<file path="config.mk">
export PLATFORM = sky130hd
export DESIGN_NAME = bcr_div
export DESIGN_NICKNAME = d
export VERILOG_FILES = /design/src/design/bicubic_resize_plane_macros.svh /design/src/design/bcr_div.sv
export SDC_FILE = /design/constraint.sdc
export NUM_CORES = 1
export LEC_CHECK = 0
export BUFFER_PORTS_ARGS = -buffer_cell sky130_fd_sc_hd__buf_2
export CORE_ASPECT_RATIO = 1.5
export CORE_MARGIN = 5
export CORE_UTILIZATION = 45
export DETAILED_ROUTE_END_ITERATION = 12
export PLACE_DENSITY = 0.66
export SLEW_MARGIN = 20
export SYNTH_ARGS = -nofsm -noshare
export SYNTH_HDL_FRONTEND = slang
export SYNTH_SLANG_ARGS = --single-unit
</file>
<file path="constraint.sdc">
create_clock -name clock -period 11.5 [get_ports clock]
set_clock_uncertainty 0.15 [all_clocks]
set_input_delay 0.575 -clock clock [delete_from_list [all_inputs] [get_ports clock]]
set_output_delay 0.575 -clock clock [all_outputs]
set_load 0.02 [all_outputs]
</file>
<file path="src/design/bicubic_resize_plane_macros.svh">
`ifndef BICUBIC_RESIZE_PLANE_MACROS_SVH
`define BICUBIC_RESIZE_PLANE_MACROS_SVH

// same-cycle implication
`define BCR_ASSERT_NOW(label, clk, rst, ante, cons) \
   label: assert property (@(posedge clk) disable iff (rst) (ante) |-> (cons)) \
      else $error("bicubic resize assertion failed");

// next-cycle implication
`define BCR_ASSERT_NEXT(label, clk, rst, ante, cons) \
   label: assert property (@(posedge clk) disable iff (rst) (ante) |=> (cons)) \
      else $error("bicubic resize assertion failed");

`endif

</file>
<file path="src/design/bcr_div.sv">
`default_nettype none
module bcr_div #(
   parameter int NUM_W = 51,
   parameter int DEN_W = 51
) (
   input  wire logic             clock,
   input  wire logic             reset,
   input  wire logic             start,
   input  wire logic [NUM_W-1:0] num,
   input  wire logic [DEN_W-1:0] den,
   output logic                  done,
   output logic      [NUM_W-1:0] quo
);

   localparam int CW = $clog2(NUM_W);

   logic [NUM_W-1:0] n_ff;
   logic [DEN_W-1:0] d_ff;
   logic [DEN_W-1:0] r_ff;
   logic [DEN_W-1:0] r_in;
   logic [DEN_W:0]   trial;
   logic             ge;
   logic [CW-1:0]    cnt_ff;
   logic             busy_ff;
   logic             done_ff;

   always_comb begin
      trial = {r_ff, n_ff[NUM_W-1]};
      ge    = trial >= {1'b0, d_ff};
      r_in  = ge ? DEN_W'(trial - {1'b0, d_ff}) : DEN_W'(trial);
   end

   always_ff @(posedge clock) begin
      if (reset) begin
         busy_ff <= 1'b0;
         done_ff <= 1'b0;
         cnt_ff  <= '0;
      end else begin
         done_ff <= 1'b0;
         if (start) begin
            n_ff    <= num;
            d_ff    <= den;
            r_ff    <= '0;
            cnt_ff  <= '0;
            busy_ff <= 1'b1;
         end else if (busy_ff) begin
            n_ff   <= {n_ff[NUM_W-2:0], ge};
            r_ff   <= r_in;
            cnt_ff <= cnt_ff + 1'b1;
            if (cnt_ff == CW'(NUM_W - 1)) begin
               busy_ff <= 1'b0;
               done_ff <= 1'b1;
            end
         end
      end
   end

   assign done = done_ff;
   assign quo  = n_ff;

endmodule
`default_nettype wire

</file>
## After elaboration in Yosys (flattened, before gate mapping)

Index checks and enable logic that the tools add are counted.

- $add $sub $neg: 2
- Magnitude comparators: 1
- Eq/ne operators: 1
- Mux-type cells: 8
- Bitwise operators: 2
- Reductions and logical operators: 5

Operators by type and width:

| cell | number |
|---|---|
| 2-to-1 mux 51 bit | 4 |
| greater-or-equal comparator 52 x 51 -> 1 bit | 1 |
| subtractor 51 bit | 1 |
| adder 6 x 1 -> 6 bit (second input constant) | 1 |
| == test 6 bit (second input constant) | 1 |
| 2-to-1 mux 1 bit | 4 |
| AND reduction 2 bit | 2 |
| OR reduction 3 bit | 1 |
| inverter 1 bit | 2 |
| nonzero test 2 bit | 1 |
| OR reduction 2 bit | 1 |

- Register bits after elaboration: 161
- Input port bits: 105
- Output and inout port bits: 52
- Logic and storage cells: 25

## Depth between registers and ports, before layout

Gate-level depths: netlist of the first run.

- Depth after elaboration: 4
- Depth in mapped cells: 15
- Mapped depth without buffers: 13

## Least setup slack after synthesis of the first run

No wires, ideal clock.

- Path type: input to register
- Start: input port start
- End: register n_ff[0], in the netlist quo[0], enable pin
- Library setup time: 564 ps
- Data arrival time: 5,455 ps
- Required time: 10,786 ps
- Path slack: 5,331 ps
- Cell stages on the path: 4
- Path buffers: 2
- Cells stage by stage: clkbuf_1 > clkbuf_1 > nor2_1 > nor2_1

- Cells in the longest elaborated chain, start to end: 2

Ends and longest elaborated chain:

| what | RTL line | text |
|---|---|---|
| start, declared | bcr_div.sv:8 | `input wire logic start,` |
| nonzero test 2 bit (no source line) | -- |  |
| AND reduction 2 bit (no source line) | -- |  |
| end signal, assigned | bcr_div.sv:41 | `n_ff <= num;` |
| end signal, assigned | bcr_div.sv:47 | `n_ff <= {n_ff[NUM_W-2:0], ge};` |
| end, declared | bcr_div.sv:17 | `logic [NUM_W-1:0] n_ff;` |

No other way between the ends.
A chain may end at the register's enable or synchronous reset.

## Worst setup path in the final report of the first run

- Start: register n_ff[50], in the netlist quo[50]
- End: register r_ff[49] (data pin)

- Cells in the longest elaborated chain, start to end: 3
- Elaborated cells on any way between the ends: 4
- Classes of those cells: 1 x add/sub; 1 x order compare; 2 x mux

Ends and longest elaborated chain:

| what | RTL line | text |
|---|---|---|
| subtractor 51 bit / greater-or-equal comparator 52 x 51 -> 1 bit (equally long branches) | bcr_div.sv:30, bcr_div.sv:29 |  |
| 2-to-1 mux 51 bit * | bcr_div.sv:30 | `r_in = ge ? DEN_W'(trial - {1'b0, d_ff}) : DEN_W'(trial);` |
| 2-to-1 mux 51 bit * | bcr_div.sv:46 | `end else if (busy_ff) begin` |
| end signal, assigned | bcr_div.sv:48 | `r_ff <= r_in;` |
| end, declared | bcr_div.sv:19 | `logic [DEN_W-1:0] r_ff;` |

Every way passes the cells marked *; elsewhere a longest branch is shown, timed or not. The select of a mux whose other input is x is not followed.

==> impl_metrics.yaml, run 1 <==
synthesis:
  number_of_flip_flops_and_latches_in_the_synthesized_netlist: 161
  netlist.top_cell.by_area: "edfxtp_1"
  mappedNetlistNets: 1053
  postSynthCellCount: 894
  cell_area_after_synthesis_sq_mm: 0.00952
  synth-seq-area-share: 0.499
  synth-async-reset-ratio: 0
  avgSynthCellArea_sq_um: 10.7
  yosys_warnings: 0
  synth_largest_type_area_fraction: 0.482
  yosys-top-cells-area: "edfxtp_1 (48%), ha_1 (7.0%), mux2_2 (5.9%)"
  library_cells_used_by_synthesis: 64
  synth-edff-count: 153
  ys.flop_type: "edfxtp_1"
clocking:
  clk_latency_ns: 0.44
  cts-resized-gates: 0
  clk_pin_slew_ns: 0.07
  clockBufferDepth: 2
  cts.repair_timing.setup_buffer_count: 0
  cts_tree: "yes"
  numClockSinks: 161
  htreeDepth: 4
  cts_inserted_buffers: 17
  cts-hold-fix-buffers: 0
  ctsRootBufferMaster: "clkbuf_16"
cells_and_area:
  fin_nets: 1192
  final_design_area_no_fill_sq_mm: 0.0111
  area_delta_synth_final_pct: 16.6
  layout-drive-gt1-share: 0.251
  nFillCells: 1937
  diodes: 0
placed_design:
  cell_area_placed_sq_mm: 0.0105
  dp_hpwl_microns: 15900
  place_congestion: 0.898
  buffer_ports.inserted: 156
global_route:
  pin_count_of_the_biggest_net_entering_global_routing: 75
  grt_util_all_layers: 0.185
  global_route_wire_length_before_repair_microns: 36300
  antenna_violations_before_repair: 1
  via_count_of_the_first_global_routing_pass: 7591
  grt.overflow.total: 0
sta:
  totalNegativeSetupSlack_ns: 0
  worst-slew-pin-transition_ns: 0.986
  slew_headroom: 0.343
  hold_viol: 0
  setup_viol: 0
  grt_setup_unrepaired: "no"
  maxSlewViolCount: 0
  final_period_minus_worst_setup_slack_ns: 3.86
  post-route-period-util: 0.336
  maxClockFrequency_mhz: 259
power_and_ir_drop:
  power.combinational.fraction: 0.263
  p_sw_w: 0.000539
  sequentialPowerShare: 0.412
  netSwitchingFraction: 0.306
  power_report.internal_total_w: 0.00122
  irDropWorstVdd_mv: 0.111
  power_density_mw_per_mm2: 159
  clockPowerShare: 0.325
  cellLeakagePower_nw: 4.66
route:
  routed_wl_microns: 21900
  postRouteAntennaNets: 0
  detailedRoute.firstIterationViolations: 321
  vias_post_dr: 7202
  wl_per_cell_microns: 16.6
  drtPass1Iterations: 5
  vias_per_cell: 5.48
  route.detailed.drc: 0
setup_path:
  critPathArrivalTime_ns: 3.90
  worst_setup_path_start_kind: "flop"
  register_to_register_setup_slack_ns: 7.64
  critPathCaptureType: "flop"
  worstPathMaxFanout: 74
  setup.worst_path.class: "flop to flop"
  critical_path_required_ns: 11.54
floorplan:
  rows: 65
  design.die.area_sq_mm: 0.0242
  core_region_area_sq_mm: 0.0210
  floorplan.initialDensity: 0.454
  floorplan.io_pins: 157
  die_width_microns: 129
  chipHeight_microns: 188
hold_path:
  min_path_type: "input pin to flop"
job:
  maxCapViolations: 0
status:
  run_status: "finished, final reports clean"
## state kept, by name, indices dropped and copies added, names as in the netlist
| signal | count |
|---|---|
| busy_ff | 1 |
| d_ff | 51 |
| cnt_ff | 6 |
| r_ff | 51 |
| done | 1 |
| quo | 51 |
## stage by stage
step                setup slack [ns]  total power (W)  std cells  hold WS [ns]  utilization
floorplan                       5.33          0.00109        894         0.293            -
global placement                7.74          0.00119       1282         0.331        0.501
detailed placement              7.64          0.00120       1282         0.351        0.501
CTS                             7.62          0.00178       1314         0.139        0.529
global route                    7.41          0.00186       1314         0.137        0.529
finish                          7.64          0.00176       1314         0.159        0.529
## cells in the final DEF, fill, tap and decap left out, drive strengths merged, types with 14 or more instances in the layout
cell	Yosys	final
mux2i	17	17
nand3	14	14
buf	13	160
a21oi	90	90
nand4	17	17
ha	53	53
nand2	53	53
edfxtp	153	153
clkbuf	27	22
a21o	24	24
xnor2	23	23
o21ai	37	37
o21bai	15	15
mux2	50	50
nor2	103	103
inv	70	74
xor2	24	24
## power by group through the flow
stage	Combinational, W	Clock [W]	Sequential (W)
after floorplan	0.000343	0	0.000750
after CTS	0.000467	0.000585	0.000727
after detailed placement	0.000464	0	0.000738
final	0.000464	0.000573	0.000726
after global placement	0.000458	0	0.000737
after global routing	0.000520	0.000611	0.000731
## worst paths after layout
path              from        to  cells after the start
max            quo[50]  r_ff[49]                     12
min            den[26]  d_ff[26]                      1
min reg2reg  cnt_ff[5]   busy_ff                      1
max reg2reg    quo[50]  r_ff[49]                     12
## critical path, stage by stage, from the launching register on
cell and delay, ns:
edfxtp_1 0.37, inv_1 0.05, ha_1 0.21, fa_1 0.40
nand2b_1 0.18, a21oi_1 0.22, o21ai_0 0.17, a311o_1 0.29
o21ai_0 0.13, o21ai_1 0.22, o311a_2 0.40, buf_4 0.35
a311o_1 0.44
## area by class of cell
class | count | area [sq um] | area share
clock buffers | 22 | 497 | 0.0447
clock inverters | 10 | 93.8 | 0.00845
well taps | 268 | 335 | 0.0302
flip-flops and latches | 161 | 4750 | 0.428
inverters | 71 | 268 | 0.0241
multi-input cells | 622 | 4340 | 0.391
repair buffers | 160 | 813 | 0.0732
## metal layers
metal / share of wire / GRT usage / vias up
met2: 0.51 / 0.322 / 173
li1: - / - / 3541
met5: 0.00032 / 0 / -
met4: 0.015 / 0.0598 / 2
met1: 0.41 / 0.217 / 3457
met3: 0.060 / 0.0541 / 29
## kinds of logic after synthesis
group,synth area share
flip-flops,0.499
buffers and inverters,0.0464
AND/OR/NAND/NOR,0.114
adder cells (fa/ha/maj),0.0717
multiplexers,0.0770
XOR/XNOR,0.0432
AO/OA/AOI/OAI,0.148
## cells in the mapped netlist, types with 3 or more instances
| cell | instances |
|---|---|
| a211oi_1 | 5 |
| a21o_1 | 24 |
| a21oi_1 | 90 |
| a311o_1 | 3 |
| a31oi_1 | 9 |
| and2_1 | 3 |
| and3_1 | 3 |
| and4_1 | 4 |
| buf_2 | 10 |
| buf_4 | 3 |
| clkbuf_1 | 27 |
| dfxtp_1 | 8 |
| edfxtp_1 | 153 |
| ha_1 | 53 |
| inv_1 | 70 |
| mux2_2 | 50 |
| mux2i_1 | 17 |
| nand2_1 | 52 |
| nand2b_1 | 7 |
| nand3_1 | 14 |
| nand4_1 | 17 |
| nor2_1 | 103 |
| nor2b_1 | 4 |
| nor3_1 | 11 |
| nor4_1 | 5 |
| o211ai_1 | 4 |
| o21a_1 | 4 |
| o21ai_0 | 31 |
| o21ai_1 | 3 |
| o21bai_1 | 15 |
| o31a_1 | 3 |
| or2_2 | 3 |
| or3_1 | 3 |
| xnor2_1 | 23 |
| xor2_1 | 24 |
(Power assumes the default switching activity.)
==> inputs of run 2 (changes only) <==
--- a/config.mk
+++ b/config.mk
@@ -10,7 +10,7 @@
 export CORE_MARGIN = 5
 export CORE_UTILIZATION = 45
 export DETAILED_ROUTE_END_ITERATION = 12
-export PLACE_DENSITY = 0.66
+export PLACE_DENSITY = 0.69
 export SLEW_MARGIN = 20
 export SYNTH_ARGS = -nofsm -noshare
 export SYNTH_HDL_FRONTEND = slang
==> constraint.sdc (replaced) <==
create_clock -name clock -period 3.3 [get_ports clock]
set_clock_uncertainty 0.15 [all_clocks]
set_input_delay 0.165 -clock clock [delete_from_list [all_inputs] [get_ports clock]]
set_output_delay 0.165 -clock clock [all_outputs]
set_load 0.02 [all_outputs]
==> run 2 against run 1 <==
  * Die area stayed put
  * Highest routed layer is now met4
  * Routed wire length is 12% higher
  * Final area is 14% higher
  * Non-clock buffer count is 153 higher
  * Worst setup slack worse by 7.6 ns
  * First-iteration DRC count is 4.7% higher
  * Sequential cell count stayed put
==> impl_metrics.yaml, run 2 (same netlist as run 1, synthesis figures left out) <==
status:
  run_status: "finished, final reports clean"
route:
  drtPass1Iterations: 5
  route.detailed.drc: 0
  detailedRoute.firstIterationViolations: 336
  routed_wl_microns: 24500
  postRouteAntennaNets: 0
  vias_post_dr: 7834
  vias_per_cell: 5.34
  wl_per_cell_microns: 16.7
floorplan:
  core_region_area_sq_mm: 0.0210
  floorplan.io_pins: 157
  chipHeight_microns: 188
  rows: 65
  die_width_microns: 129
  design.die.area_sq_mm: 0.0242
  floorplan.initialDensity: 0.454
global_route:
  global_route_wire_length_before_repair_microns: 39800
  antenna_violations_before_repair: 0
  pin_count_of_the_biggest_net_entering_global_routing: 54
  grt_util_all_layers: 0.204
  via_count_of_the_first_global_routing_pass: 8238
  grt.overflow.total: 0
setup_path:
  register_to_register_setup_slack_ns: 0.04
  worst_setup_path_start_kind: "flop"
  setup.worst_path.class: "flop to flop"
  worst_path_most_repeated_cell: "o21ai_2"
  critical_path_required_ns: 3.32
  critPathArrivalTime_ns: 3.27
  cp_num_buf_inv: 1
  critPathCaptureType: "flop"
  slowest_stage: "edfxtp_1"
  worstPathMaxFanout: 5
  cell_by_cell_trace_of_the_critical_path: "ha_1 > buf_4 > nand2_1 > o21ai_0 > o21bai_1 > o21ai_2 > o21ai_2 > a21oi_1 > o31a_1 > o41ai_2 > xnor2_1 > o31ai_2"
  critPathMaxStageDelay_ns: 0.41
  path_delay_family: "compound AO/OA/AOI/OAI gates"
sta:
  grt_setup_unrepaired: "yes"
  final_period_minus_worst_setup_slack_ns: 3.26
  post-route-period-util: 0.987
  slew_headroom: 0.495
  hold_viol: 0
  worst-slew-pin-transition_ns: 0.755
  maxSlewViolCount: 0
  maxClockFrequency_mhz: 307
  setup_viol: 0
clocking:
  ctsRootBufferMaster: "clkbuf_16"
  numClockSinks: 161
  clockBufferDepth: 2
  cts_inserted_buffers: 17
  cts_tree: "yes"
  htreeDepth: 4
  clk_latency_ns: 0.43
  clk_pin_slew_ns: 0.07
cells_and_area:
  final_design_area_no_fill_sq_mm: 0.0127
  final_common_cell: "buf_2"
  area_delta_synth_final_pct: 33.5
  diodes: 0
  mostFrequentLayoutCells: "buf_2 (155), edfxtp_1 (153), dlygate4sd3_1 (103), nor2_1 (101), a21oi_1 (84)"
  layout-drive-gt1-share: 0.279
  fin_nets: 1345
  fin_cells: 1467
placed_design:
  dp_hpwl_microns: 16700
  buffer_ports.inserted: 156
  cell_area_placed_sq_mm: 0.0109
  numPlacedInstances: 1324
  place_congestion: 0.890
power_and_ir_drop:
  cellLeakagePower_nw: 5.34
  power_density_mw_per_mm2: 498
  irDropWorstVdd_mv: 0.389
hold_path:
  min_path_type: "input pin to flop"
job:
  maxCapViolations: 0
==> run 2: changes by cell type in the layout (fill, tap and decap cells not counted), sizes merged <==
cell         previous run  this run
buf                   160       209
clkbuf                 22        20
clkinv                  6        10
clkinvlp                0         2
dlygate4sd3             0       103
inv                    74        71
==> run 2: area by class of cell <==
cell class | instances | area, sq um
timing repair buffer | 313 | 2300
multi-input combinational | 622 | 4520
fill | 1704 | 8270
sequential | 161 | 4750
tap | 268 | 335
clock inverter | 13 | 96.3
clock buffer | 19 | 433
inverter | 71 | 274
==> run 2: worst paths after layout <==
check                                from        to  cells past startpoint
worst max-delay path              r_ff[9]  r_ff[43]                     12
worst min-delay path                start  r_ff[28]                      2
worst max register to register    r_ff[9]  r_ff[43]                     12
worst min register to register  cnt_ff[5]   busy_ff                      1
==> run 2: worst register-to-register path, stage by stage (launching register included) <==
cell and delay [ns]:
edfxtp_1 0.41, ha_1 0.32, buf_4 0.14, nand2_1 0.08, o21ai_0 0.27, o21bai_1 0.19, o21ai_2 0.11, o21ai_2 0.21
a21oi_1 0.17, o31a_1 0.31, o41ai_2 0.37, xnor2_1 0.19, o31ai_2 0.07
==> run 2: repair_timing <==
item	4_1_cts	5_1_grt
gates cloned	0	1
hold buffers	103	0
resized for setup	2	34
pin swaps	0	15
endpoints found under the hold margin	103	0
setup endpoints to repair	19	51
buffers inserted	0	8
==> run 2: through the flow <==
step | hold slack, ns | setup TNS [ns] | worst slack, ns | util | power [W]
final | 0.0809 | 0 | 0.0426 | 0.606 | 0.00633
after global routing | 0.0837 | -0.848 | -0.0600 | 0.606 | 0.00667
after CTS | 0.0570 | 0 | 0.000696 | 0.595 | 0.00627
after detailed placement | 0.193 | -0.192 | -0.0426 | 0.520 | 0.00432
after global placement | 0.191 | 0 | 0.0256 | 0.520 | 0.00430
after floorplan | 0.0871 | 0 | 0.00556 | - | 0.00381
==> run 2: layer usage <==
metal	share of wire	vias up	wire, microns	global-route usage
met2	0.53	228	12900	0.367
met3	0.057	42	1390	0.0516
met5	0	-	0	0
met4	0.023	0	567	0.0711
li1	-	3853	-	-
met1	0.39	3711	9650	0.232
==> run 2: report_power, final <==
group	leakage [nW]	total [W]	switching [W]	internal, W
registers	1.53	0.00254	0.0000817	0.00245
logic	3.56	0.00196	0.00106	0.000900
clock network	0.254	0.00184	0.000814	0.00102
