## src/design/bicubic_resize_plane_macros.svh

```systemverilog
`ifndef BICUBIC_RESIZE_PLANE_MACROS_SVH
`define BICUBIC_RESIZE_PLANE_MACROS_SVH

// same-cycle implication
`define BCR_ASSERT_NOW(label, clk, rst, ante, cons) \
   label: assert property (@(posedge clk) disable iff (rst) (ante) |-> (cons)) \
      else $error("bicubic resize assertion failed");

// next-cycle implication
`define BCR_ASSERT_NEXT(label, clk, rst, ante, cons) \
   label: assert property (@(posedge clk) disable iff (rst) (ante) |=> (cons)) \
      else $error("bicubic resize assertion failed");

`endif

```

## src/design/bcr_pkg.sv

```systemverilog
`default_nettype none
package bcr_pkg;

   localparam int MAX_SRC_W_DEF   = 256;
   localparam int MAX_SRC_H_DEF   = 256;
   localparam int MAX_DST_DIM_DEF = 1024;

   localparam int SRC_DIM_W  = 9;
   localparam int DST_DIM_W  = 11;
   localparam int COORD_W    = 10;
   localparam int PIX_W      = 8;
   localparam int WGT_W      = 16;
   localparam int AX_NUM_W   = 51;
   localparam int AX_DEN_W   = 51;
   localparam int FIN_NUM_W  = 44;
   localparam int FIN_DEN_W  = 36;
   localparam int CSR_IDX_W  = 3;
   localparam int CSR_DATA_W = 11;

   typedef enum logic [CSR_IDX_W-1:0] {
      CSR_SOURCE_WIDTH  = 3'd0,
      CSR_SOURCE_HEIGHT = 3'd1,
      CSR_TARGET_WIDTH  = 3'd2,
      CSR_TARGET_HEIGHT = 3'd3,
      CSR_ANTIALIAS     = 3'd4
   } csr_index_type;

   typedef enum logic {
      OP_LOAD    = 1'b0,
      OP_COMPUTE = 1'b1
   } op_type;

endpackage
`default_nettype wire

```

## src/design/bcr_div.sv

```systemverilog
`default_nettype none
module bcr_div #(
   parameter int NUM_W = 51,
   parameter int DEN_W = 51
) (
   input  wire logic             clock,
   input  wire logic             reset,
   input  wire logic             start,
   input  wire logic [NUM_W-1:0] num,
   input  wire logic [DEN_W-1:0] den,
   output logic                  done,
   output logic      [NUM_W-1:0] quo
);

   localparam int CW = $clog2(NUM_W);

   logic [NUM_W-1:0] n_ff;
   logic [DEN_W-1:0] d_ff;
   logic [DEN_W-1:0] r_ff;
   logic [DEN_W-1:0] r_in;
   logic [DEN_W:0]   trial;
   logic             ge;
   logic [CW-1:0]    cnt_ff;
   logic             busy_ff;
   logic             done_ff;

   always_comb begin
      trial = {r_ff, n_ff[NUM_W-1]};
      ge    = trial >= {1'b0, d_ff};
      r_in  = ge ? DEN_W'(trial - {1'b0, d_ff}) : DEN_W'(trial);
   end

   always_ff @(posedge clock) begin
      if (reset) begin
         busy_ff <= 1'b0;
         done_ff <= 1'b0;
         cnt_ff  <= '0;
      end else begin
         done_ff <= 1'b0;
         if (start) begin
            n_ff    <= num;
            d_ff    <= den;
            r_ff    <= '0;
            cnt_ff  <= '0;
            busy_ff <= 1'b1;
         end else if (busy_ff) begin
            n_ff   <= {n_ff[NUM_W-2:0], ge};
            r_ff   <= r_in;
            cnt_ff <= cnt_ff + 1'b1;
            if (cnt_ff == CW'(NUM_W - 1)) begin
               busy_ff <= 1'b0;
               done_ff <= 1'b1;
            end
         end
      end
   end

   assign done = done_ff;
   assign quo  = n_ff;

endmodule
`default_nettype wire

```

## src/design/bcr_axis.sv

```systemverilog
`default_nettype none
module bcr_axis #(
   parameter int IDX_W = 8
) (
   input  wire logic                                clock,
   input  wire logic                                reset,
   input  wire logic                                start,
   input  wire logic [bcr_pkg::SRC_DIM_W-1:0]       src,
   input  wire logic [bcr_pkg::DST_DIM_W-1:0]       dst,
   input  wire logic [bcr_pkg::COORD_W-1:0]         d,
   input  wire logic                                aa_en,
   output logic                                     done,
   output logic      [3:0][IDX_W-1:0]               idx,
   output logic      [3:0][bcr_pkg::WGT_W-1:0]      w
);

   localparam int NW = bcr_pkg::AX_NUM_W;
   localparam int DW = bcr_pkg::AX_DEN_W;

   typedef enum logic [4:0] {
      A_IDLE, A_SCL, A_MAP, A_MAP2, A_SSQ, A_K, A_KDIV, A_SQ, A_CU, A_CU2,
      A_POLY, A_GA, A_GB, A_GU, A_TM, A_TD, A_TW, A_E1, A_E2, A_E3, A_E4,
      A_W, A_W2, A_NEXT
   } state_type;

   function automatic logic signed [23:0] sdiv4(input logic signed [23:0] p);
      logic signed [23:0] t;
      t = p[23] ? p + 24'sd3 : p;
      return t >>> 2;
   endfunction

   function automatic logic [21:0] clamp_idx(input logic signed [21:0] v,
                                             input logic [8:0] n);
      logic signed [21:0] ns;
      ns = $signed({13'b0, n});
      if (v < 22'sd0) return 22'd0;
      if (v >= ns) return 22'(ns - 22'sd1);
      return 22'(v);
   endfunction

   state_type          state_ff;
   logic [8:0]         src_ff;
   logic [9:0]         d_ff;
   logic               aa_en_ff;
   logic [24:0]        scale_ff;
   logic               aa_ff;
   logic [15:0]        frac_ff;
   logic [49:0]        ssq_ff;
   logic [1:0]         k_ff;
   logic [17:0]        x_ff;
   logic [17:0]        x2_ff;
   logic signed [23:0] c_ff;
   logic [14:0]        v_ff;
   logic [16:0]        term_ff;
   logic signed [17:0] sum_ff;
   logic [2:0]         t_ff;
   logic [16:0]        e1_ff;
   logic [16:0]        g_ff;
   logic               done_ff;
   logic [3:0][IDX_W-1:0]          idx_ff;
   logic [3:0][bcr_pkg::WGT_W-1:0] w_ff;
   logic signed [51:0] mul_ff;

   logic signed [25:0] mul_a;
   logic signed [25:0] mul_b;
   logic               div_start;
   logic [NW-1:0]      div_num;
   logic [DW-1:0]      div_den;
   logic               div_done;
   logic [NW-1:0]      div_quo;
   logic [17:0]        mag;
   logic [35:0]        r_w;
   logic signed [21:0] ip_w;
   logic [3:0][21:0]   cl_w;
   logic [18:0]        x3_w;
   logic signed [23:0] p1_w;
   logic signed [23:0] p2_w;
   logic signed [23:0] c_in;
   logic signed [23:0] w_plain;
   logic signed [51:0] wadj;

   bcr_div #(.NUM_W(NW), .DEN_W(DW)) u_div (
      .clock (clock),
      .reset (reset),
      .start (div_start),
      .num   (div_num),
      .den   (div_den),
      .done  (div_done),
      .quo   (div_quo)
   );

   always_comb begin
      case (k_ff)
         2'd0:    mag = {2'b0, frac_ff} + 18'd65536;
         2'd1:    mag = {2'b0, frac_ff};
         2'd2:    mag = 18'd65536 - {2'b0, frac_ff};
         default: mag = 18'd131072 - {2'b0, frac_ff};
      endcase
   end

   always_comb begin
      r_w  = {1'b0, mul_ff[35:1]} + 36'd229376;
      ip_w = $signed({2'b0, r_w[35:16]}) - 22'sd4;
      for (int k = 0; k < 4; k++) begin
         cl_w[k] = clamp_idx(ip_w + $signed(22'(k)) - 22'sd1, src_ff);
      end
   end

   always_comb begin
      x3_w = mul_ff[34:16];
      p1_w = 24'sd5 * $signed({5'b0, x3_w}) - 24'sd9 * $signed({6'b0, x2_ff})
           + 24'sd262144;
      p2_w = 24'sd15 * $signed({6'b0, x2_ff}) - 24'sd3 * $signed({5'b0, x3_w})
           - 24'sd24 * $signed({6'b0, x_ff}) + 24'sd786432;
      if (x_ff[17]) begin
         c_in = 24'sd0;
      end else if (x_ff <= 18'd65536) begin
         c_in = sdiv4(p1_w);
      end else begin
         c_in = sdiv4(p2_w);
      end
      w_plain = sdiv4(c_in);
      wadj    = mul_ff[51] ? mul_ff + 52'sd262143 : mul_ff;
   end

   always_comb begin
      mul_a = '0;
      mul_b = '0;
      case (state_ff)
         A_MAP: begin
            mul_a = $signed({1'b0, scale_ff});
            mul_b = $signed({15'b0, d_ff, 1'b1});
         end
         A_MAP2: begin
            mul_a = $signed({1'b0, scale_ff});
            mul_b = $signed({1'b0, scale_ff});
         end
         A_SQ: begin
            mul_a = $signed({8'b0, x_ff});
            mul_b = $signed({8'b0, x_ff});
         end
         A_CU2: begin
            mul_a = $signed({8'b0, x2_ff});
            mul_b = $signed({8'b0, x_ff});
         end
         A_GA: begin
            mul_a = $signed({8'b0, mag});
            mul_b = $signed({8'b0, mag});
         end
         A_TM: begin
            mul_a = $signed({9'b0, term_ff});
            mul_b = $signed({11'b0, v_ff});
         end
         A_E1: begin
            mul_a = {{8{sum_ff[17]}}, sum_ff};
            mul_b = {{8{sum_ff[17]}}, sum_ff};
         end
         A_E3: begin
            mul_a = $signed({9'b0, e1_ff});
            mul_b = $signed({9'b0, e1_ff});
         end
         A_W: begin
            mul_a = {{2{c_ff[23]}}, c_ff};
            mul_b = $signed({9'b0, g_ff});
         end
         default: begin
            mul_a = '0;
            mul_b = '0;
         end
      endcase
   end

   always_comb begin
      div_start = 1'b0;
      div_num   = '0;
      div_den   = '0;
      case (state_ff)
         A_IDLE: begin
            div_start = start;
            div_num   = NW'({src, 16'b0});
            div_den   = DW'(dst);
         end
         A_K: begin
            div_start = aa_ff;
            div_num   = NW'({mag, 16'b0});
            div_den   = DW'(scale_ff);
         end
         A_GB: begin
            div_start = 1'b1;
            div_num   = {mul_ff[34:0], 16'b0};
            div_den   = DW'({ssq_ff, 1'b0});
         end
         A_TD: begin
            div_start = 1'b1;
            div_num   = NW'(mul_ff[31:0]);
            div_den   = DW'({t_ff, 16'b0});
         end
         default: begin
            div_start = 1'b0;
         end
      endcase
   end

   always_ff @(posedge clock) begin
      mul_ff <= mul_a * mul_b;
   end

   always_ff @(posedge clock) begin
      if (reset) begin
         state_ff <= A_IDLE;
         done_ff  <= 1'b0;
      end else begin
         done_ff <= 1'b0;
         unique case (state_ff)
            A_IDLE: begin
               if (start) begin
                  src_ff   <= src;
                  d_ff     <= d;
                  aa_en_ff <= aa_en;
                  state_ff <= A_SCL;
               end
            end
            A_SCL: begin
               if (div_done) begin
                  scale_ff <= div_quo[24:0];
                  state_ff <= A_MAP;
               end
            end
            A_MAP: begin
               state_ff <= A_MAP2;
            end
            A_MAP2: begin
               frac_ff <= r_w[15:0];
               aa_ff   <= aa_en_ff && (scale_ff > 25'd65536);
               for (int k = 0; k < 4; k++) begin
                  idx_ff[k] <= cl_w[k][IDX_W-1:0];
               end
               state_ff <= A_SSQ;
            end
            A_SSQ: begin
               ssq_ff   <= mul_ff[49:0];
               k_ff     <= 2'd0;
               state_ff <= A_K;
            end
            A_K: begin
               if (aa_ff) begin
                  state_ff <= A_KDIV;
               end else begin
                  x_ff     <= mag;
                  state_ff <= A_SQ;
               end
            end
            A_KDIV: begin
               if (div_done) begin
                  x_ff     <= (|div_quo[NW-1:18]) ? 18'h20000 : div_quo[17:0];
                  state_ff <= A_SQ;
               end
            end
            A_SQ: begin
               state_ff <= A_CU;
            end
            A_CU: begin
               x2_ff    <= mul_ff[33:16];
               state_ff <= A_CU2;
            end
            A_CU2: begin
               state_ff <= A_POLY;
            end
            A_POLY: begin
               c_ff <= c_in;
               if (aa_ff) begin
                  state_ff <= A_GA;
               end else begin
                  w_ff[k_ff] <= w_plain[15:0];
                  state_ff   <= A_NEXT;
               end
            end
            A_GA: begin
               state_ff <= A_GB;
            end
            A_GB: begin
               state_ff <= A_GU;
            end
            A_GU: begin
               if (div_done) begin
                  v_ff     <= div_quo[16:2];
                  term_ff  <= 17'd65536;
                  sum_ff   <= 18'sd65536;
                  t_ff     <= 3'd1;
                  state_ff <= A_TM;
               end
            end
            A_TM: begin
               state_ff <= A_TD;
            end
            A_TD: begin
               state_ff <= A_TW;
            end
            A_TW: begin
               if (div_done) begin
                  term_ff <= div_quo[16:0];
                  if (t_ff[0]) begin
                     sum_ff <= sum_ff - $signed({1'b0, div_quo[16:0]});
                  end else begin
                     sum_ff <= sum_ff + $signed({1'b0, div_quo[16:0]});
                  end
                  t_ff     <= t_ff + 3'd1;
                  state_ff <= (t_ff == 3'd5) ? A_E1 : A_TM;
               end
            end
            A_E1: begin
               state_ff <= A_E2;
            end
            A_E2: begin
               e1_ff    <= mul_ff[32:16];
               state_ff <= A_E3;
            end
            A_E3: begin
               state_ff <= A_E4;
            end
            A_E4: begin
               g_ff     <= mul_ff[32:16];
               state_ff <= A_W;
            end
            A_W: begin
               state_ff <= A_W2;
            end
            A_W2: begin
               w_ff[k_ff] <= wadj[33:18];
               state_ff   <= A_NEXT;
            end
            A_NEXT: begin
               if (k_ff == 2'd3) begin
                  done_ff  <= 1'b1;
                  state_ff <= A_IDLE;
               end else begin
                  k_ff     <= k_ff + 2'd1;
                  state_ff <= A_K;
               end
            end
            default: begin
               state_ff <= A_IDLE;
            end
         endcase
      end
   end

   assign done = done_ff;
   assign idx  = idx_ff;
   assign w    = w_ff;

endmodule
`default_nettype wire

```

## config.mk

```make
export PLATFORM = sky130hd
export DESIGN_NAME = bcr_axis
export DESIGN_NICKNAME = d
export VERILOG_FILES = /design/src/design/bicubic_resize_plane_macros.svh /design/src/design/bcr_pkg.sv /design/src/design/bcr_div.sv /design/src/design/bcr_axis.sv
export SDC_FILE = /design/constraint.sdc
export NUM_CORES = 2
export LEC_CHECK = 0
export BUFFER_PORTS_ARGS = -buffer_cell sky130_fd_sc_hd__buf_2
export CAP_MARGIN = 10
export CORE_UTILIZATION = 35
export DETAILED_ROUTE_END_ITERATION = 7
export GPL_TIMING_DRIVEN = 0
export PLACE_DENSITY = 0.47
export REMOVE_ABC_BUFFERS = 1
export SETUP_SLACK_MARGIN = 0.2
export SLEW_MARGIN = 20
export SYNTH_ARGS = -nofsm -noshare
export SYNTH_HDL_FRONTEND = slang
export SYNTH_HIERARCHICAL = 1
export SYNTH_SLANG_ARGS = --single-unit
export TNS_END_PERCENT = 1
```

## constraint.sdc

```tcl
create_clock -name clock -period 9.35 [get_ports clock]
set_clock_uncertainty 0.1 [all_clocks]
set_input_delay 0.935 -clock clock [delete_from_list [all_inputs] [get_ports clock]]
set_output_delay 0.935 -clock clock [all_outputs]
set_load 0.01 [all_outputs]
```

# Yosys cells after proc, flatten, opt, wreduce, memory -nomap -nowiden
# Index checks and enable logic that the tools add are counted.
[classes] n_addsub=28 n_mul=6 order_cmp=13 n_eq_ne=36 n_mux=81 bitwise=3 n_reduce_logical=32
[op_table] cell="$pmux W26 S8" n=2
[op_table] cell="$pmux W51 S4" n=2
[op_table] cell="$mux W51" n=4
[op_table] cell="$bwmux W64" n=2
[op_table] cell="$mux W8" n=16
[op_table] cell="$pmux W64 S2" n=1
[op_table] cell="$mux W18" n=7
[op_table] cell="$pmux W5 S24" n=1
[op_table] cell="$mux W24" n=4
[op_table] cell="$ge A22 B10 Y1" n=4
[op_table] cell="$lt A22 B1 Y1 const B" n=4
[op_table] cell="$pmux W18 S2" n=2
[op_table] cell="$sub A22 B2 Y22 const B" n=3
[op_table] cell="$mux W64" n=1
[op_table] cell="$pmux W18 S3" n=1
[op_table] cell="$ge A52 B51 Y1" n=1
[op_table] cell="$mul A26 B26 Y52" n=1
[op_table] cell="$sub A51 B51 Y51" n=1
[op_table] cell="$add A24 B3 Y24 const B" n=2
[op_table] cell="$add A21 B3 Y22 const B" n=2
[op_table] cell="$mul A4 B18 Y22 const A" n=2
[op_table] cell="$eq A5 B4 Y1 const B" n=8
[op_table] cell="$eq A5 B5 Y1 const B" n=8
[op_table] cell="$add A35 B18 Y36 const B" n=1
[op_table] cell="59 further kinds" n=119
[word_totals] reg_bits=576 out_inout_bits=97

# Logic depth before layout (Yosys ltp)
[logic_depth] depth_word=13 depth_mapped=42

# Modules after synthesis
# The synthesis kept the hierarchy.
[modules_own_cells] mod="bcr_axis" instances=1 cells_per_inst=6028 area_per_inst_um2=55922.4 seq_area_each_um2=11831.3
[modules_own_cells] mod="bcr_div" instances=1 cells_per_inst=935 area_per_inst_um2=9688.0 seq_area_each_um2=4754.6

# Worst setup path before layout
# OpenSTA, ideal clock, no wires.
[synth_path] kind="flip-flop to flip-flop" startpoint="reg frac_ff[3]" endpoint="reg mul_ff[51]" arrival_ns=9.747 t_required_ns=9.129 setup_slack_ns=-0.618 stages_incl_launch_ff=39 n_path_buf=2 synth_period_minus_slack_ns=9.968 cell_sequence="edfxtp_1 or3_1 or3_1 nor3_1 nand2b_1 nor3_1 nand2b_1 nor4_1 a21oi_1 a222oi_1 and2_0 clkbuf_1 clkbuf_1 nor2_1 fa_1 inv_1 fa_1 fa_1 [3 not listed] fa_1 inv_1 fa_1 inv_1 ha_1 a21o_1 a21o_1 a21o_1 a21o_1 a21oi_1 o22ai_1 o311ai_0 a21o_1 nand3_1 a31oi_1 o31a_1 o21ai_0 xnor2_1"
[synth_via] elab_chain_len=4 word_cells_on_any_way=7 cone_classes="add/sub: 3; mul: 1; mux: 3"
[synth_lines] element="start, declared" line_no="bcr_axis.sv:47" source="logic [15:0] frac_ff;"
[synth_lines] element="start signal, assigned" line_no="bcr_axis.sv:233" source="frac_ff <= r_w[15:0];"
[synth_lines] element="$sub A18 B16 Y18 (tied with other cells)" line_no="bcr_axis.sv:97" source="default: mag = 18'd131072 - {2'b0, frac_ff};"
[synth_lines] element="$pmux W18 S3 *" line_no="bcr_axis.sv:93" source="case (k_ff)"
[synth_lines] element="$pmux W26 S8" line_no="bcr_axis.sv:129" source="case (state_ff)"
[synth_lines] element="$mul A26 B26 Y52 *" line_no="bcr_axis.sv:205" source="mul_ff <= mul_a * mul_b;"
[synth_lines] element="end signal, assigned" line_no="bcr_axis.sv:205"
[synth_lines] element="end, declared" line_no="bcr_axis.sv:62" source="logic signed [51:0] mul_ff;"
# Every way passes the cells marked *; elsewhere a longest branch is shown, timed or not.
# A chain may end at the register's enable or synchronous reset.

# Worst setup path in the final report
[layout_path] startpoint="reg k_ff[0]" endpoint="reg mul_ff[48]"
[layout_via] elab_chain_len=4 word_cells_on_any_way=7 cone_classes="mul: 1; eq/ne: 2; mux: 3; reduce/logical: 1"
[layout_lines] element="start, declared" line_no="bcr_axis.sv:49" source="logic [1:0] k_ff;"
[layout_lines] element="start signal, assigned" line_no="bcr_axis.sv:337" source="k_ff <= k_ff + 2'd1;"
[layout_lines] element="$eq A2 B2 Y1 (tied with other cells)" line_no="bcr_axis.sv:93"
[layout_lines] element="$pmux W18 S3 *" line_no="bcr_axis.sv:93"
[layout_lines] element="$pmux W26 S8" line_no="bcr_axis.sv:129"
[layout_lines] element="$mul A26 B26 Y52 *" line_no="bcr_axis.sv:205"
# Marked as above.

==> results.yml <==
run_status:
  status: "finished with violations"
  violations: "setup timing"
grt:
  antenna_found_initial: 20
  grt_pass1_wl_um: 355000
  grtUsageTotal_pct: 25.2
  grt_max_degree: 54
  grt_pass1_vias: 52764
  grt_overflow_total: 0
critical_path:
  critical_path.slowest_cell: "or3_2"
  critPathLaunchType: "flop"
  crit_cells: 32
  critPathCaptureType: "flop"
  ff2ff_path_depth: 32
  cpMostUsedCell: "fa_1"
  path_class: "reg -> reg"
  critPathRequiredTime_ns: 9.82
  path_max_fanout: 20
  critPathTopFamily: "adder cells"
  crit_arrival_ns: 10.38
  critPathMaxStageDelay_ns: 0.84
  crit_buf_inv: 4
floorplanning:
  initial_core_util_pct: 35.3
  die_h_um: 435
  io_pins: 131
  die-area_um2: 189000
  std_cell_rows: 158
  core-area_um2: 186000
  dieWidth_um: 435
place:
  dpl.hpwl_um: 184000
  port_buffers: 130
  routabilityCongestion: 0.898
  placed_area_um2: 70400
layout:
  seq_area_um2: 16600
  design_area_um2: 75100
  synthToLayoutAreaGrowth_pct: 14.4
  nets: 8445
  fillers: 18484
  multiInputGateArea_um2: 45000
  final_layout_size_suffix_gt1_share_pct: 13.1
yosys:
  synth_xor_area_share_pct: 4.09
  async_reset_ff_share_pct: 0
  muxShareOfSynthArea_pct: 1.56
  synth_ff_type: "edfxtp_1"
  synth_top_family_by_area: "adder cells"
  synth-edff-count: 509
  synth_top_cell_area_share_pct: 25.0
  synth_area_leaders: "fa_1 25%, edfxtp_1 23%, ha_1 8.6%"
  synth_area_per_cell_um2: 9.42
  yosys.area_share.simple_pct: 14.8
  synth_cells: 6963
  yosys.area.top_type: "fa_1"
  seq_area_frac_synth_pct: 25.3
  synth_compound_area_share_pct: 12.0
  ys_top_cells_by_count: "1201 x inv_1, 818 x fa_1, 747 x nand2_1"
  synth-adder-area-share_pct: 33.6
  synth-seq-cells: 574
  synth_most_common_cell: "inv_1"
  synth_cell_type_count: 127
  synth_area_um2: 65600
  ys_warn_count: 6
power:
  peakVddDrop_mv: 0.169
  power.density_nw_per_um2: 190
  p_leak_nw: 33.2
routing:
  wire_per_inst_um: 24.8
  dr.pass1.iters: 7
  drc: 0
  wirelength_um: 240000
  num_vias: 52196
  viasPerCell: 5.39
  drtAntennaViolNets: 0
  drtIter0Drc: 4714
job:
  drv_cap: 0
timing:
  slew_violations: 0
  slew_headroom_pct: 25.8
  fmax_ghz: 0.101
  worst_slew_pin_slew_ns: 1.11
  fin_ws_ns: -0.565
  fin_crit_sh_pct: 106
  rsz0062_at_grt: "yes"
  timing.setup.tns_ns: -11.90
  min_period_ns: 9.92
  hold_viol_final: 0
  setup_viol: 64
clock_tree:
  clk_pin_slew_ns: 0.06
  insertion_delay_ns: 0.70
  clockBufferDepth: 3
  cts_sinks: 574
  htree_levels: 3
  cts_tree: "done"
  cts_inserted_buffers: 68
  cts_root_buffer: "clkbuf_16"
hold_path:
  hold-path-cell-count: 0
  min_path_type: "reg -> reg"
power breakdown:
part	total, W	leakage [nW]	internal, W	switching (W)
logic	0.00811	26.7	0.00290	0.00521
clock network	0.00285	1.14	0.00162	0.00123
registers	0.00329	5.36	0.00310	0.000191
flip-flops by register name, summed over array words and instances (netlist names), 23 cells and up:
signal and count:
c_ff 23, idx 32, mul_ff 51, scale_ff 25, ssq_ff 50, u_div/d_ff 51, u_div/quo 51, u_div/r_ff 51
w 64
per-stage QoR:
step | hold WS (ns) | total power (W) | util, % | worst slack, ns | std cells
final | 0.295 | 0.0142 | 40.4 | -0.565 | 9681
after CTS | 0.294 | 0.0141 | 40.2 | -0.576 | 9653
after detailed placement | 0.289 | 0.0110 | 37.9 | -4.28 | 9423
after floorplan | 0.286 | 0.00859 | - | -1.47 | 6683
after global routing | 0.310 | 0.0152 | 40.4 | -0.923 | 9676
after global placement | 0.288 | 0.0109 | 36.7 | -8.06 | 9293
repair_timing:
item	in CTS	in global routing
gates resized for setup	279	39
buffers inserted	97	20
setup endpoints to repair	127	101
hold buffers	0	0
pin swaps	109	36
cloned	10	0
layout by cell type (no fill, tap or decap), types with 69 or more instances in the layout:
| cell type | n |
|---|---|
| inv_1 | 1185 |
| fa_1 | 807 |
| nand2_1 | 727 |
| nor2_1 | 564 |
| edfxtp_1 | 509 |
| ha_1 | 432 |
| a21oi_1 | 270 |
| xnor2_1 | 198 |
| o21ai_0 | 164 |
| buf_2 | 153 |
| buf_4 | 143 |
| nand3_1 | 126 |
| and2_1 | 120 |
| nor3_1 | 94 |
| a21o_1 | 91 |
| xor2_1 | 90 |
| clkbuf_16 | 69 |
final timing paths:
kind / startpoint / to / slack, ns
setup / recovery: k_ff[0] / mul_ff[48] / -0.57
hold / removal: mul_ff[48] / ssq_ff[48] / 0.30
setup reg to reg: k_ff[0] / mul_ff[48] / -0.57
hold reg to reg: mul_ff[48] / ssq_ff[48] / 0.30
area by class of cell:
| class | instances | share of cell area [%] |
|---|---|---|
| Clock inverter | 47 | 0.725 |
| Multi-Input combinational cell | 4904 | 60.0 |
| Sequential cell | 574 | 22.1 |
| Timing Repair Buffer | 378 | 4.50 |
| Tap cell | 2480 | 4.13 |
| Timing Repair inverter | 1 | 0.00667 |
| Inverter | 1213 | 6.10 |
| Clock buffer | 76 | 2.36 |
| Antenna cell | 8 | 0.0267 |
per-layer routing:
layer | routed length, µm | up-vias | track usage, %
met1 | 104000 | 26382 | 34.5
met2 | 106000 | 1940 | 38.8
li1 | - | 23429 | -
met5 | 43 | - | 0
met3 | 17800 | 439 | 4.37
met4 | 12400 | 6 | 11.3
kinds of logic (layout without fill, tap and decap cells):
logic type,after synthesis,after routing
buffers and inverters,1499,1715
DFF,574,574
muxes,96,96
AOI/OAI and AO/OA,1133,1135
xor gates and xnor gates,300,300
adders and majority gates,1271,1271
other,2,16
and+or+nand+nor,2088,2094
worst register-to-register path, delay by kind of cell (launching register included):
family	cells	cell delay, ns
AO/OA/AOI/OAI	12	2.83
adder cells (fa/ha/maj)	9	4.17
flip-flops	1	0.48
XOR/XNOR	1	0.13
AND/OR/NAND/NOR	6	1.79
buffers and inverters	4	0.32
(Power assumes the default switching activity.)
